[config.mk]
export PLATFORM = sky130hd
export DESIGN_NAME = multi_button_debounce_press_event
export DESIGN_NICKNAME = d
export VERILOG_FILES = /design/src/rtl/mbd_pkg.sv /design/src/rtl/mbd_channel.sv /design/src/rtl/multi_button_debounce_press_event.sv
export SDC_FILE = /design/constraint.sdc
export NUM_CORES = 2
export LEC_CHECK = 0
export ABC_AREA = 0
export BUFFER_PORTS_ARGS = -buffer_cell sky130_fd_sc_hd__buf_2
export CORE_MARGIN = 4
export CORE_UTILIZATION = 59
export DETAILED_ROUTE_END_ITERATION = 8
export GPL_ROUTABILITY_DRIVEN = 0
export GPL_TIMING_DRIVEN = 0
export PLACE_DENSITY = 0.79
export SLEW_MARGIN = 10
export SYNTH_ARGS = -nofsm -noshare
export SYNTH_HDL_FRONTEND = slang
export SYNTH_HIERARCHICAL = 1
export SYNTH_SLANG_ARGS = --single-unit
[constraint.sdc]
create_clock -name clock -period 6.74 [get_ports clock]
set_input_delay 1.348 -clock clock [delete_from_list [all_inputs] [get_ports clock]]
set_output_delay 1.348 -clock clock [all_outputs]
set_load 0.01 [all_outputs]
[src/rtl/mbd_pkg.sv]
package mbd_pkg;

   localparam int unsigned RAW_BITS      = 8;
   localparam int unsigned MASK_BITS     = 8;
   localparam int unsigned TONE_CH_BITS  = 3;
   localparam int unsigned TONE_HZ_BITS  = 11;
   localparam int unsigned DEBOUNCE_BITS = 16;

   localparam logic [DEBOUNCE_BITS-1:0] DEBOUNCE_RESET = 16'd8;

   // per-channel result handed to the top level
   typedef struct packed {
      logic stable;
      logic press;
   } chan_status_type;

   // tone frequency for a channel, low three bits of its number
   function automatic logic [TONE_HZ_BITS-1:0] tone_lookup(input logic [TONE_CH_BITS-1:0] ch);
      logic [TONE_HZ_BITS-1:0] hz;
      case (ch)
         3'd0:    hz = 11'd523;
         3'd1:    hz = 11'd587;
         3'd2:    hz = 11'd659;
         3'd3:    hz = 11'd698;
         3'd4:    hz = 11'd784;
         3'd5:    hz = 11'd880;
         3'd6:    hz = 11'd988;
         default: hz = 11'd1047;
      endcase
      return hz;
   endfunction

endpackage

[src/rtl/mbd_channel.sv]
module mbd_channel import mbd_pkg::*; #(
   parameter int unsigned TIME_BITS = 32
) (
   input  logic                     clock,
   input  logic                     reset,
   input  logic                     step,
   input  logic [TIME_BITS-1:0]     now,
   input  logic                     raw,
   input  logic [DEBOUNCE_BITS-1:0] debounce_time,
   output chan_status_type          status
);

   localparam int unsigned CMP_BITS = (TIME_BITS > DEBOUNCE_BITS) ? TIME_BITS : DEBOUNCE_BITS;

   logic                 last_raw_ff;
   logic [TIME_BITS-1:0] stamp_ff;
   logic                 stable_ff;

   logic                 last_raw_in;
   logic [TIME_BITS-1:0] stamp_in;
   logic                 stable_in;
   logic [TIME_BITS-1:0] elapsed;
   logic                 settled;

   always_comb begin
      last_raw_in = raw;
      // a raw change restarts the hold time
      stamp_in    = (raw != last_raw_ff) ? now : stamp_ff;
      elapsed     = now - stamp_in;
      settled     = CMP_BITS'(elapsed) >= CMP_BITS'(debounce_time);
      stable_in   = settled ? raw : stable_ff;
      status.stable = stable_in;
      status.press  = settled && raw && !stable_ff;
   end

   always_ff @(posedge clock) begin
      if (reset) begin
         last_raw_ff <= 1'b0;
         stamp_ff    <= '0;
         stable_ff   <= 1'b0;
      end else if (step) begin
         last_raw_ff <= last_raw_in;
         stamp_ff    <= stamp_in;
         stable_ff   <= stable_in;
      end
   end

endmodule

[src/rtl/multi_button_debounce_press_event.sv]
// a request beat passes the input register, then the response register loaded from the
//   per-channel debounce logic, on its way to its response beat
// throughput: one sample per cycle while the response side does not stall
// reset: synchronous, active high; clears all channel state, both pipeline valids and loads
//   the debounce time with 8
module multi_button_debounce_press_event import mbd_pkg::*; #(
   parameter int unsigned CHANNELS  = 8,
   parameter int unsigned TIME_BITS = 32
) (
   input  logic                     clock,
   input  logic                     reset,
   // request channel
   input  logic                     req_valid,
   output logic                     req_stall,
   input  logic [31:0]              req_now_time,
   input  logic [RAW_BITS-1:0]      req_raw_pressed,
   // response channel
   output logic                     rsp_valid,
   input  logic                     rsp_stall,
   output logic [MASK_BITS-1:0]     rsp_stable_mask,
   output logic [MASK_BITS-1:0]     rsp_press_events,
   output logic                     rsp_tone_valid,
   output logic [TONE_CH_BITS-1:0]  rsp_tone_channel,
   output logic [TONE_HZ_BITS-1:0]  rsp_tone_hz,
   // configuration
   input  logic                     csr_write_enable,
   input  logic [DEBOUNCE_BITS-1:0] csr_write_data
);

   // input register
   logic                     req_valid_ff, req_valid_in;
   logic [31:0]              now_ff;
   logic [RAW_BITS-1:0]      raw_ff;

   // response register
   logic                     rsp_valid_ff, rsp_valid_in;
   logic [MASK_BITS-1:0]     stable_mask_ff, stable_mask_in;
   logic [MASK_BITS-1:0]     press_events_ff, press_events_in;
   logic                     tone_valid_ff, tone_valid_in;
   logic [TONE_CH_BITS-1:0]  tone_channel_ff, tone_channel_in;
   logic [TONE_HZ_BITS-1:0]  tone_hz_ff, tone_hz_in;

   logic [DEBOUNCE_BITS-1:0] debounce_ff;

   // pipeline control
   logic                     rsp_free;     // response register can take a new beat
   logic                     step;         // the held sample is processed this cycle

   // datapath
   logic [TIME_BITS+31:0]    now_wide;
   logic [TIME_BITS-1:0]     now;
   logic [CHANNELS+RAW_BITS-1:0] raw_wide;
   chan_status_type          status [CHANNELS];
   logic [CHANNELS+MASK_BITS-1:0] stable_vec;
   logic [CHANNELS+MASK_BITS-1:0] press_vec;

   assign rsp_free  = !rsp_valid_ff || !rsp_stall;
   assign step      = req_valid_ff && rsp_free;
   assign req_stall = req_valid_ff && !rsp_free;

   // timestamp wraps at TIME_BITS: truncate or zero-extend the 32-bit port
   assign now_wide = {{TIME_BITS{1'b0}}, now_ff};
   assign now      = now_wide[TIME_BITS-1:0];
   // channels above the raw input width see a released button
   assign raw_wide = {{CHANNELS{1'b0}}, raw_ff};

   // one debounce slice per button, all updated in the same cycle
   for (genvar g = 0; g < CHANNELS; g++) begin : g_chan
      mbd_channel #(
         .TIME_BITS(TIME_BITS)
      ) u_chan (
         .clock        (clock),
         .reset        (reset),
         .step         (step),
         .now          (now),
         .raw          (raw_wide[g]),
         .debounce_time(debounce_ff),
         .status       (status[g])
      );
   end

   always_comb begin
      stable_vec      = '0;
      press_vec       = '0;
      tone_valid_in   = 1'b0;
      tone_channel_in = '0;
      // last press wins, so scan upward and keep overwriting
      for (int i = 0; i < CHANNELS; i++) begin
         stable_vec[i] = status[i].stable;
         press_vec[i]  = status[i].press;
         if (status[i].press) begin
            tone_valid_in   = 1'b1;
            tone_channel_in = TONE_CH_BITS'(i);
         end
      end
      // masks report only the low eight buttons
      stable_mask_in  = stable_vec[MASK_BITS-1:0];
      press_events_in = press_vec[MASK_BITS-1:0];
      tone_hz_in      = tone_valid_in ? tone_lookup(tone_channel_in) : '0;
   end

   // input register loads whenever it is not holding a stalled beat
   assign req_valid_in = req_stall ? req_valid_ff : req_valid;
   assign rsp_valid_in = rsp_free ? req_valid_ff : rsp_valid_ff;

   always_ff @(posedge clock) begin
      if (reset) begin
         req_valid_ff <= 1'b0;
         rsp_valid_ff <= 1'b0;
         debounce_ff  <= DEBOUNCE_RESET;
      end else begin
         req_valid_ff <= req_valid_in;
         rsp_valid_ff <= rsp_valid_in;
         if (csr_write_enable) begin
            debounce_ff <= csr_write_data;
         end
      end
   end

   always_ff @(posedge clock) begin
      if (!req_stall) begin
         now_ff <= req_now_time;
         raw_ff <= req_raw_pressed;
      end
      if (step) begin
         stable_mask_ff  <= stable_mask_in;
         press_events_ff <= press_events_in;
         tone_valid_ff   <= tone_valid_in;
         tone_channel_ff <= tone_channel_in;
         tone_hz_ff      <= tone_hz_in;
      end
   end

   assign rsp_valid        = rsp_valid_ff;
   assign rsp_stable_mask  = stable_mask_ff;
   assign rsp_press_events = press_events_ff;
   assign rsp_tone_valid   = tone_valid_ff;
   assign rsp_tone_channel = tone_channel_ff;
   assign rsp_tone_hz      = tone_hz_ff;

   // a press event always shows up in the stable mask of the same beat
   assert property (@(posedge clock) disable iff (reset)
      rsp_valid_ff |-> ((press_events_ff & ~stable_mask_ff) == '0))
      else $error("press event on a button that is not stably pressed");

   // any reported press selects a tone
   assert property (@(posedge clock) disable iff (reset)
      (rsp_valid_ff && (press_events_ff != '0)) |-> tone_valid_ff)
      else $error("press event without tone choice");

   // no tone means zero channel and zero frequency
   assert property (@(posedge clock) disable iff (reset)
      (rsp_valid_ff && !tone_valid_ff) |-> (tone_hz_ff == '0 && tone_channel_ff == '0))
      else $error("tone fields set without a new press");

   // a held sample is never dropped while the response side is free
   assert property (@(posedge clock) disable iff (reset)
      (req_valid_ff && rsp_free) |=> rsp_valid_ff)
      else $error("processed sample lost on its way to the response register");

endmodule

### Word level (Yosys, flattened, before mapping)

Index checks and enable logic that the tools add are counted.

| operators by class | value |
|---|---|
| add/sub/neg operators | 8 |
| magnitude comparators | 8 |
| eq/ne operators | 14 |
| mux-type cells | 32 |
| reductions and logical operators | 31 |

Operators by type and width:

| cell | number |
|---|---|
| $ge 32x16->1 | 8 |
| $mux 32 | 8 |
| $sub 32x32->32 | 8 |
| $pmux 11 s7 | 1 |
| $logic_and 1x1->1 | 18 |
| $mux 3 | 6 |
| $mux 1 | 17 |
| $logic_not 1->1 | 11 |
| $eq 3x3->1 const B | 3 |
| $ne 1x1->1 | 8 |
| $eq 3x2->1 const B | 2 |
| $eq 3x1->1 const B | 1 |
| $logic_not 3->1 | 1 |
| $logic_or 1x1->1 | 1 |

| storage, ports and cells | value |
|---|---|
| flip-flop bits (word level) | 361 |
| input bits | 61 |
| logic and storage cells | 127 |

### Longest topological paths before layout

| depth | value |
|---|---|
| depth in word-level cells | 15 |
| mapped depth | 31 |

### By module

The synthesis kept the hierarchy.

By module, submodules not included:

| module | instances | cells an instance | area an instance (um^2) | seq. area each (um^2) |
|---|---|---|---|---|
| mbd_channel (g_chan[0].u_chan ...) | 5 | 592 | 4,214.0 | 680.7 |
| mbd_channel (g_chan[7].u_chan) | 1 | 596 | 4,275.4 | 680.7 |
| mbd_channel (g_chan[6].u_chan) | 1 | 578 | 4,244.1 | 680.7 |
| mbd_channel (g_chan[1].u_chan) | 1 | 586 | 4,227.8 | 680.7 |
| multi_button_debounce_press_event | 1 | 161 | 2,946.6 | 2,492.4 |

### Least setup slack after synthesis

No wires, ideal clock.

| timing path | value |
|---|---|
| path kind | reg2reg |
| start point | reg raw_ff[5] |
| end point | reg tone_hz_ff[3] (netlist: rsp_tone_hz[3]) (data pin) |
| data arrival time | 6.099 ns |
| slack | 0.489 ns |
| stages on the path, launching flop included | 29 |
| path buffers | 2 |
| clock period less this slack | 6.251 ns |
| cell sequence | edfxtp_1 xnor2_2 clkbuf_1 buf_1 o21ai_0 ha_1 o21ai_0 a221oi_1 a211o_1 o41ai_1 nand2_1 o21a_1 xnor2_1 ha_1 a21o_1 nand3_1 and4_1 o221ai_1 nor4_1 o2111ai_1 nor4_1 nand4_1 nor4_2 and4_1 nor3b_1 nor4_4 inv_2 o21a_1 a31oi_1 |

| on the way | value |
|---|---|
| cells in the longest elaborated chain, start to end | 11 |
| elaborated cells on any way between the ends | 20 |
| those cells by class | 1 x add/sub; 1 x order compare; 7 x eq/ne; 8 x mux; 3 x reduce/logical |

RTL lines:

| element | RTL line | source |
|---|---|---|
| start, declared | multi_button_debounce_press_event.sv:33 | `logic [RAW_BITS-1:0] raw_ff;` |
| start signal, assigned | multi_button_debounce_press_event.sv:123 | `raw_ff <= req_raw_pressed;` |
| $ne 1x1->1 * | mbd_channel.sv:28 | `stamp_in = (raw != last_raw_ff) ? now : stamp_ff;` |
| $mux 32 * | mbd_channel.sv:28 |  |
| named net g_chan[5].u_chan.stamp_in[0] | mbd_channel.sv:20 | `logic [TIME_BITS-1:0] stamp_in;` |
| $sub 32x32->32 * | mbd_channel.sv:29 | `elapsed = now - stamp_in;` |
| $ge 32x16->1 * | mbd_channel.sv:30 | `settled = CMP_BITS'(elapsed) >= CMP_BITS'(debounce_time);` |
| $logic_and 1x1->1 * (2 in series) | mbd_channel.sv:33 | `status.press = settled && raw && !stable_ff;` |
| named net press_events_in[5] | multi_button_debounce_press_event.sv:38 | `logic [MASK_BITS-1:0] press_events_ff, press_events_in;` |
| $mux 3 * (3 in series) | multi_button_debounce_press_event.sv:91 | `if (status[i].press) begin` |
| named net tone_channel_in[2] | multi_button_debounce_press_event.sv:40 | `logic [TONE_CH_BITS-1:0] tone_channel_ff, tone_channel_in;` |
| $eq 3x3->1, or another cell as far along | mbd_pkg.sv:20 | `case (ch)` |
| $pmux 11 s7 * | mbd_pkg.sv:20 |  |
| end signal, assigned | multi_button_debounce_press_event.sv:130 | `tone_hz_ff <= tone_hz_in;` |
| end, declared | multi_button_debounce_press_event.sv:41 | `logic [TONE_HZ_BITS-1:0] tone_hz_ff, tone_hz_in;` |

Mark *: on every way through the listed nets, which the timed path passes. The rest lies on a longest branch.
A chain may end at the register's enable or synchronous reset.

### Worst setup path after layout

| timing path | value |
|---|---|
| start point | reg raw_ff[6] |
| end point | reg tone_hz_ff[3] (netlist: rsp_tone_hz[3]) (data pin) |

| on the way | value |
|---|---|
| cells in the longest elaborated chain, start to end | 10 |
| elaborated cells on any way between the ends | 18 |
| those cells by class | 1 x add/sub; 1 x order compare; 7 x eq/ne; 6 x mux; 3 x reduce/logical |

RTL lines:

| element | RTL line |
|---|---|
| $ne 1x1->1 | mbd_channel.sv:28 |
| $mux 32 | mbd_channel.sv:28 |
| $sub 32x32->32 | mbd_channel.sv:29 |
| $ge 32x16->1 | mbd_channel.sv:30 |
| $logic_and 1x1->1 * (2 in series) | mbd_channel.sv:33 |
| named net press_events_in[6] | multi_button_debounce_press_event.sv:38 |
| $mux 3 * (2 in series) | multi_button_debounce_press_event.sv:91 |
| named net tone_channel_in[2] | multi_button_debounce_press_event.sv:40 |
| $eq 3x3->1, or another cell as far along | mbd_pkg.sv:20 |
| $pmux 11 s7 * | mbd_pkg.sv:20 |

Marked as above.

==> results.ini <==
[run_status]
status = complete, no violations

[pwr]
p_seq_frac = 0.277
p_comb_frac = 0.455
p_leak_nw = 16.37
p_sw_w = 0.003765
p_sw_frac = 0.4117
power.total_w = 0.009146
power_density_nw_per_um2 = 218.4
clkPwrFrac = 0.268
vdd_drop_max_uv = 229.8
intPower_w = 0.005381

[grt]
use_met3 = 0.07581
use_met1 = 0.4731
grt_max_degree = 34
grt_pass1_vias = 35440
met2_usage = 0.5339
grt_pass1_wl_um = 191900
grt_busiest_layer = met2
overflow = 0
grt_use_total = 0.3545
antenna_found_initial = 1

[floorplanning]
pin_count = 94
fp.dieW_um = 257.6
die-area_um2 = 66370
die_h_um = 257.6
rows = 91
initial_core_util = 0.5957
coreArea_um2 = 61710

[yosys]
yosys.area_share.adder = 0.1112
synth_edf_count = 71
synth_xor_area_frac = 0.05098
synth.net_count = 5238
synth_cells = 4881
synth_warnings = 6
synth_cell_types = 122
synth_ff_type = dfxtp_1
synth-seq-area-share = 0.2159
ys_ff_latch = 361
synth-compound-area-share = 0.2683
synth_top_family_by_area = compound AO/OA/AOI/OAI gates
avgSynthCellArea_um2 = 7.532
postSynth.asyncResetShare = 0
synth_mux_area_frac = 0.06116
yosys.area_share.simple = 0.2371
syn-cell-area_um2 = 36760

[routing]
drt_pass1_iterations = 9
via_per_inst = 6.522
wl_per_cell_um = 20.99
vias = 39090
first_iter_violations = 4244
ant_nets = 0
drt-total-wl_um = 125800
drc = 0

[hold_path]
hold_depth = 2
hold_path.class = reg -> reg

[flow_run]
maxCapViolCount = 0

[cells_and_area]
layout.nets = 5477
final_layout_size_suffix_gt1_frac = 0.1041
final_cell_mix = nand2_1, nor2_1, a21oi_1, dfxtp_1
antenna_cells = 0
syn_to_final_growth_pct = 13.91
fillerInstances = 5210
final_common_cell = nand2_1

[timing]
maxSlewViolCount = 0
hold_viol = 0
fin_crit_sh = 0.9735
tightest_slew_ps = 1476
period_minus_slack_ps = 6561
skew_ps = 27.72
tns_ps = 0
setup_viol = 0
relSlewSlack = 0.01595
whs_ps = 468.3
fmax_ghz = 0.1524

[placement]
dp.final_hpwl_um = 91670
portBuffers = 91

[cts]
clk_pin_slew_worst_paths_ps = 60
clock_latency_ps = 600
cts_buffers = 46
cts-root-buf = clkbuf_16
ctsLongestPathBuffers = 3
h-tree-depth = 2
cts.sinks = 361
cts_tree = built
cts_hold_repair.buffers = 0

[worst_setup_path]
crit_type = reg -> reg
required_ps = 7180
critPathMaxFanout = 10
arrival_ps = 7010
endpoint_kind = flip-flop
ff2ff_path_depth = 21
crit_path_start_kind = flip-flop

-- synth_stat cells (all sizes together), types with 105 or more instances --
cell type	instances	area (µm²)
nand2	512	1924
clkbuf	183	686.9
nand2b	129	814.5
nor3	115	575.6
inv	277	1040
nor2	481	1810
a21oi	443	2273
a211oi	211	1609
dfxtp	290	5806
mux2i	213	2132
nand3	126	635.6
xor2	105	972.2
ha	296	3704
o21ai	242	1219
-- per-stage QoR --
stage	worst slack [ps]	instances	cell area, µm²	util
floorplan	489.5	4881	36760	-
global placement	-2781	5809	38270	0.6201
detailed placement	-1082	5837	38980	0.6316
CTS	11.76	5941	40950	0.6636
global route	-72.90	5994	41880	0.6786
finish	178.8	5994	41880	0.6786
-- power groups by stage --
stage	Combinational (W)	Sequential (W)	Clock (W)
finish	0.00416	0.00254	0.00245
global route	0.00456	0.00254	0.00257
CTS	0.00389	0.00255	0.00248
detailed placement	0.00380	0.00259	0
global placement	0.00363	0.00264	0
floorplan	0.00290	0.00251	0
-- registers in the layout, indices dropped and copies added, names as in the netlist --
name / flops
rsp_tone_hz: 11
now: 32
g_chan.u_chan/last_raw_ff: 8
raw_ff: 8
rsp_tone_channel: 3
req_valid_ff: 1
g_chan.u_chan/stamp_ff: 256
debounce_ff: 16
rsp_stable_mask: 8
g_chan.u_chan/stable_ff: 8
rsp_tone_valid: 1
rsp_valid: 1
rsp_press_events: 8
-- worst paths after layout --
check | from | to | slack [ps]
worst min register to register | g_chan[7].u_chan/stamp_ff[31] | g_chan[7].u_chan/stamp_ff[31] | 470
worst min-delay path | g_chan[7].u_chan/stamp_ff[31] | g_chan[7].u_chan/stamp_ff[31] | 470
worst max register to register | raw_ff[6] | rsp_tone_hz[3] | 180
worst max-delay path | raw_ff[6] | rsp_tone_hz[3] | 180
-- worst max-delay path, stage by stage (launching register included) --
cell and delay (ps):
edfxtp_1 500, buf_4 230, xor2_2 360, buf_2 300, buf_1 670, mux2i_1 350
ha_1 290, buf_2 170, a21oi_1 240, o211a_1 190, o31ai_1 120, a211oi_2 260
a31oi_2 190, a311oi_2 410, mux2_2 390, nor4_2 370, nand3_2 190, and3b_4 320
nor4_4 370, inv_2 100, o21a_1 210, a31oi_1 140
-- final cells by class --
class	count	area, µm²	area share
Clock inverter	29	269.0	0.006423
Sequential cell	361	7945	0.1897
Tap cell	837	1047	0.02501
Multi-Input combinational cell	3997	27410	0.6546
Inverter	282	1059	0.02528
Timing Repair Buffer	197	1849	0.04416
Buffer	235	1087	0.02596
Clock buffer	56	1210	0.02889
-- repair_timing --
item,CTS,global route
gates resized for setup,76,118
setup buffers,21,54
pin swaps,10,47
endpoints found under the setup margin,30,20
-- cell families (layout without fill, tap and decap cells) --
group / count (synthesis) / count (layout)
AOI/OAI and AO/OA: 1459 / 1459
xor gates and xnor gates: 202 / 202
adders and majority gates: 334 / 334
buffers and inverters: 523 / 799
DFF: 361 / 361
muxes: 223 / 223
and+or+nand+nor: 1779 / 1779
-- per-layer routing --
layer,part of all wire,vias up
met4,0.068,2
met1,0.40,18070
met5,0.000095,-
li1,-,18460
met3,0.11,456
met2,0.42,2107
Power figures use the tool's default switching activity.
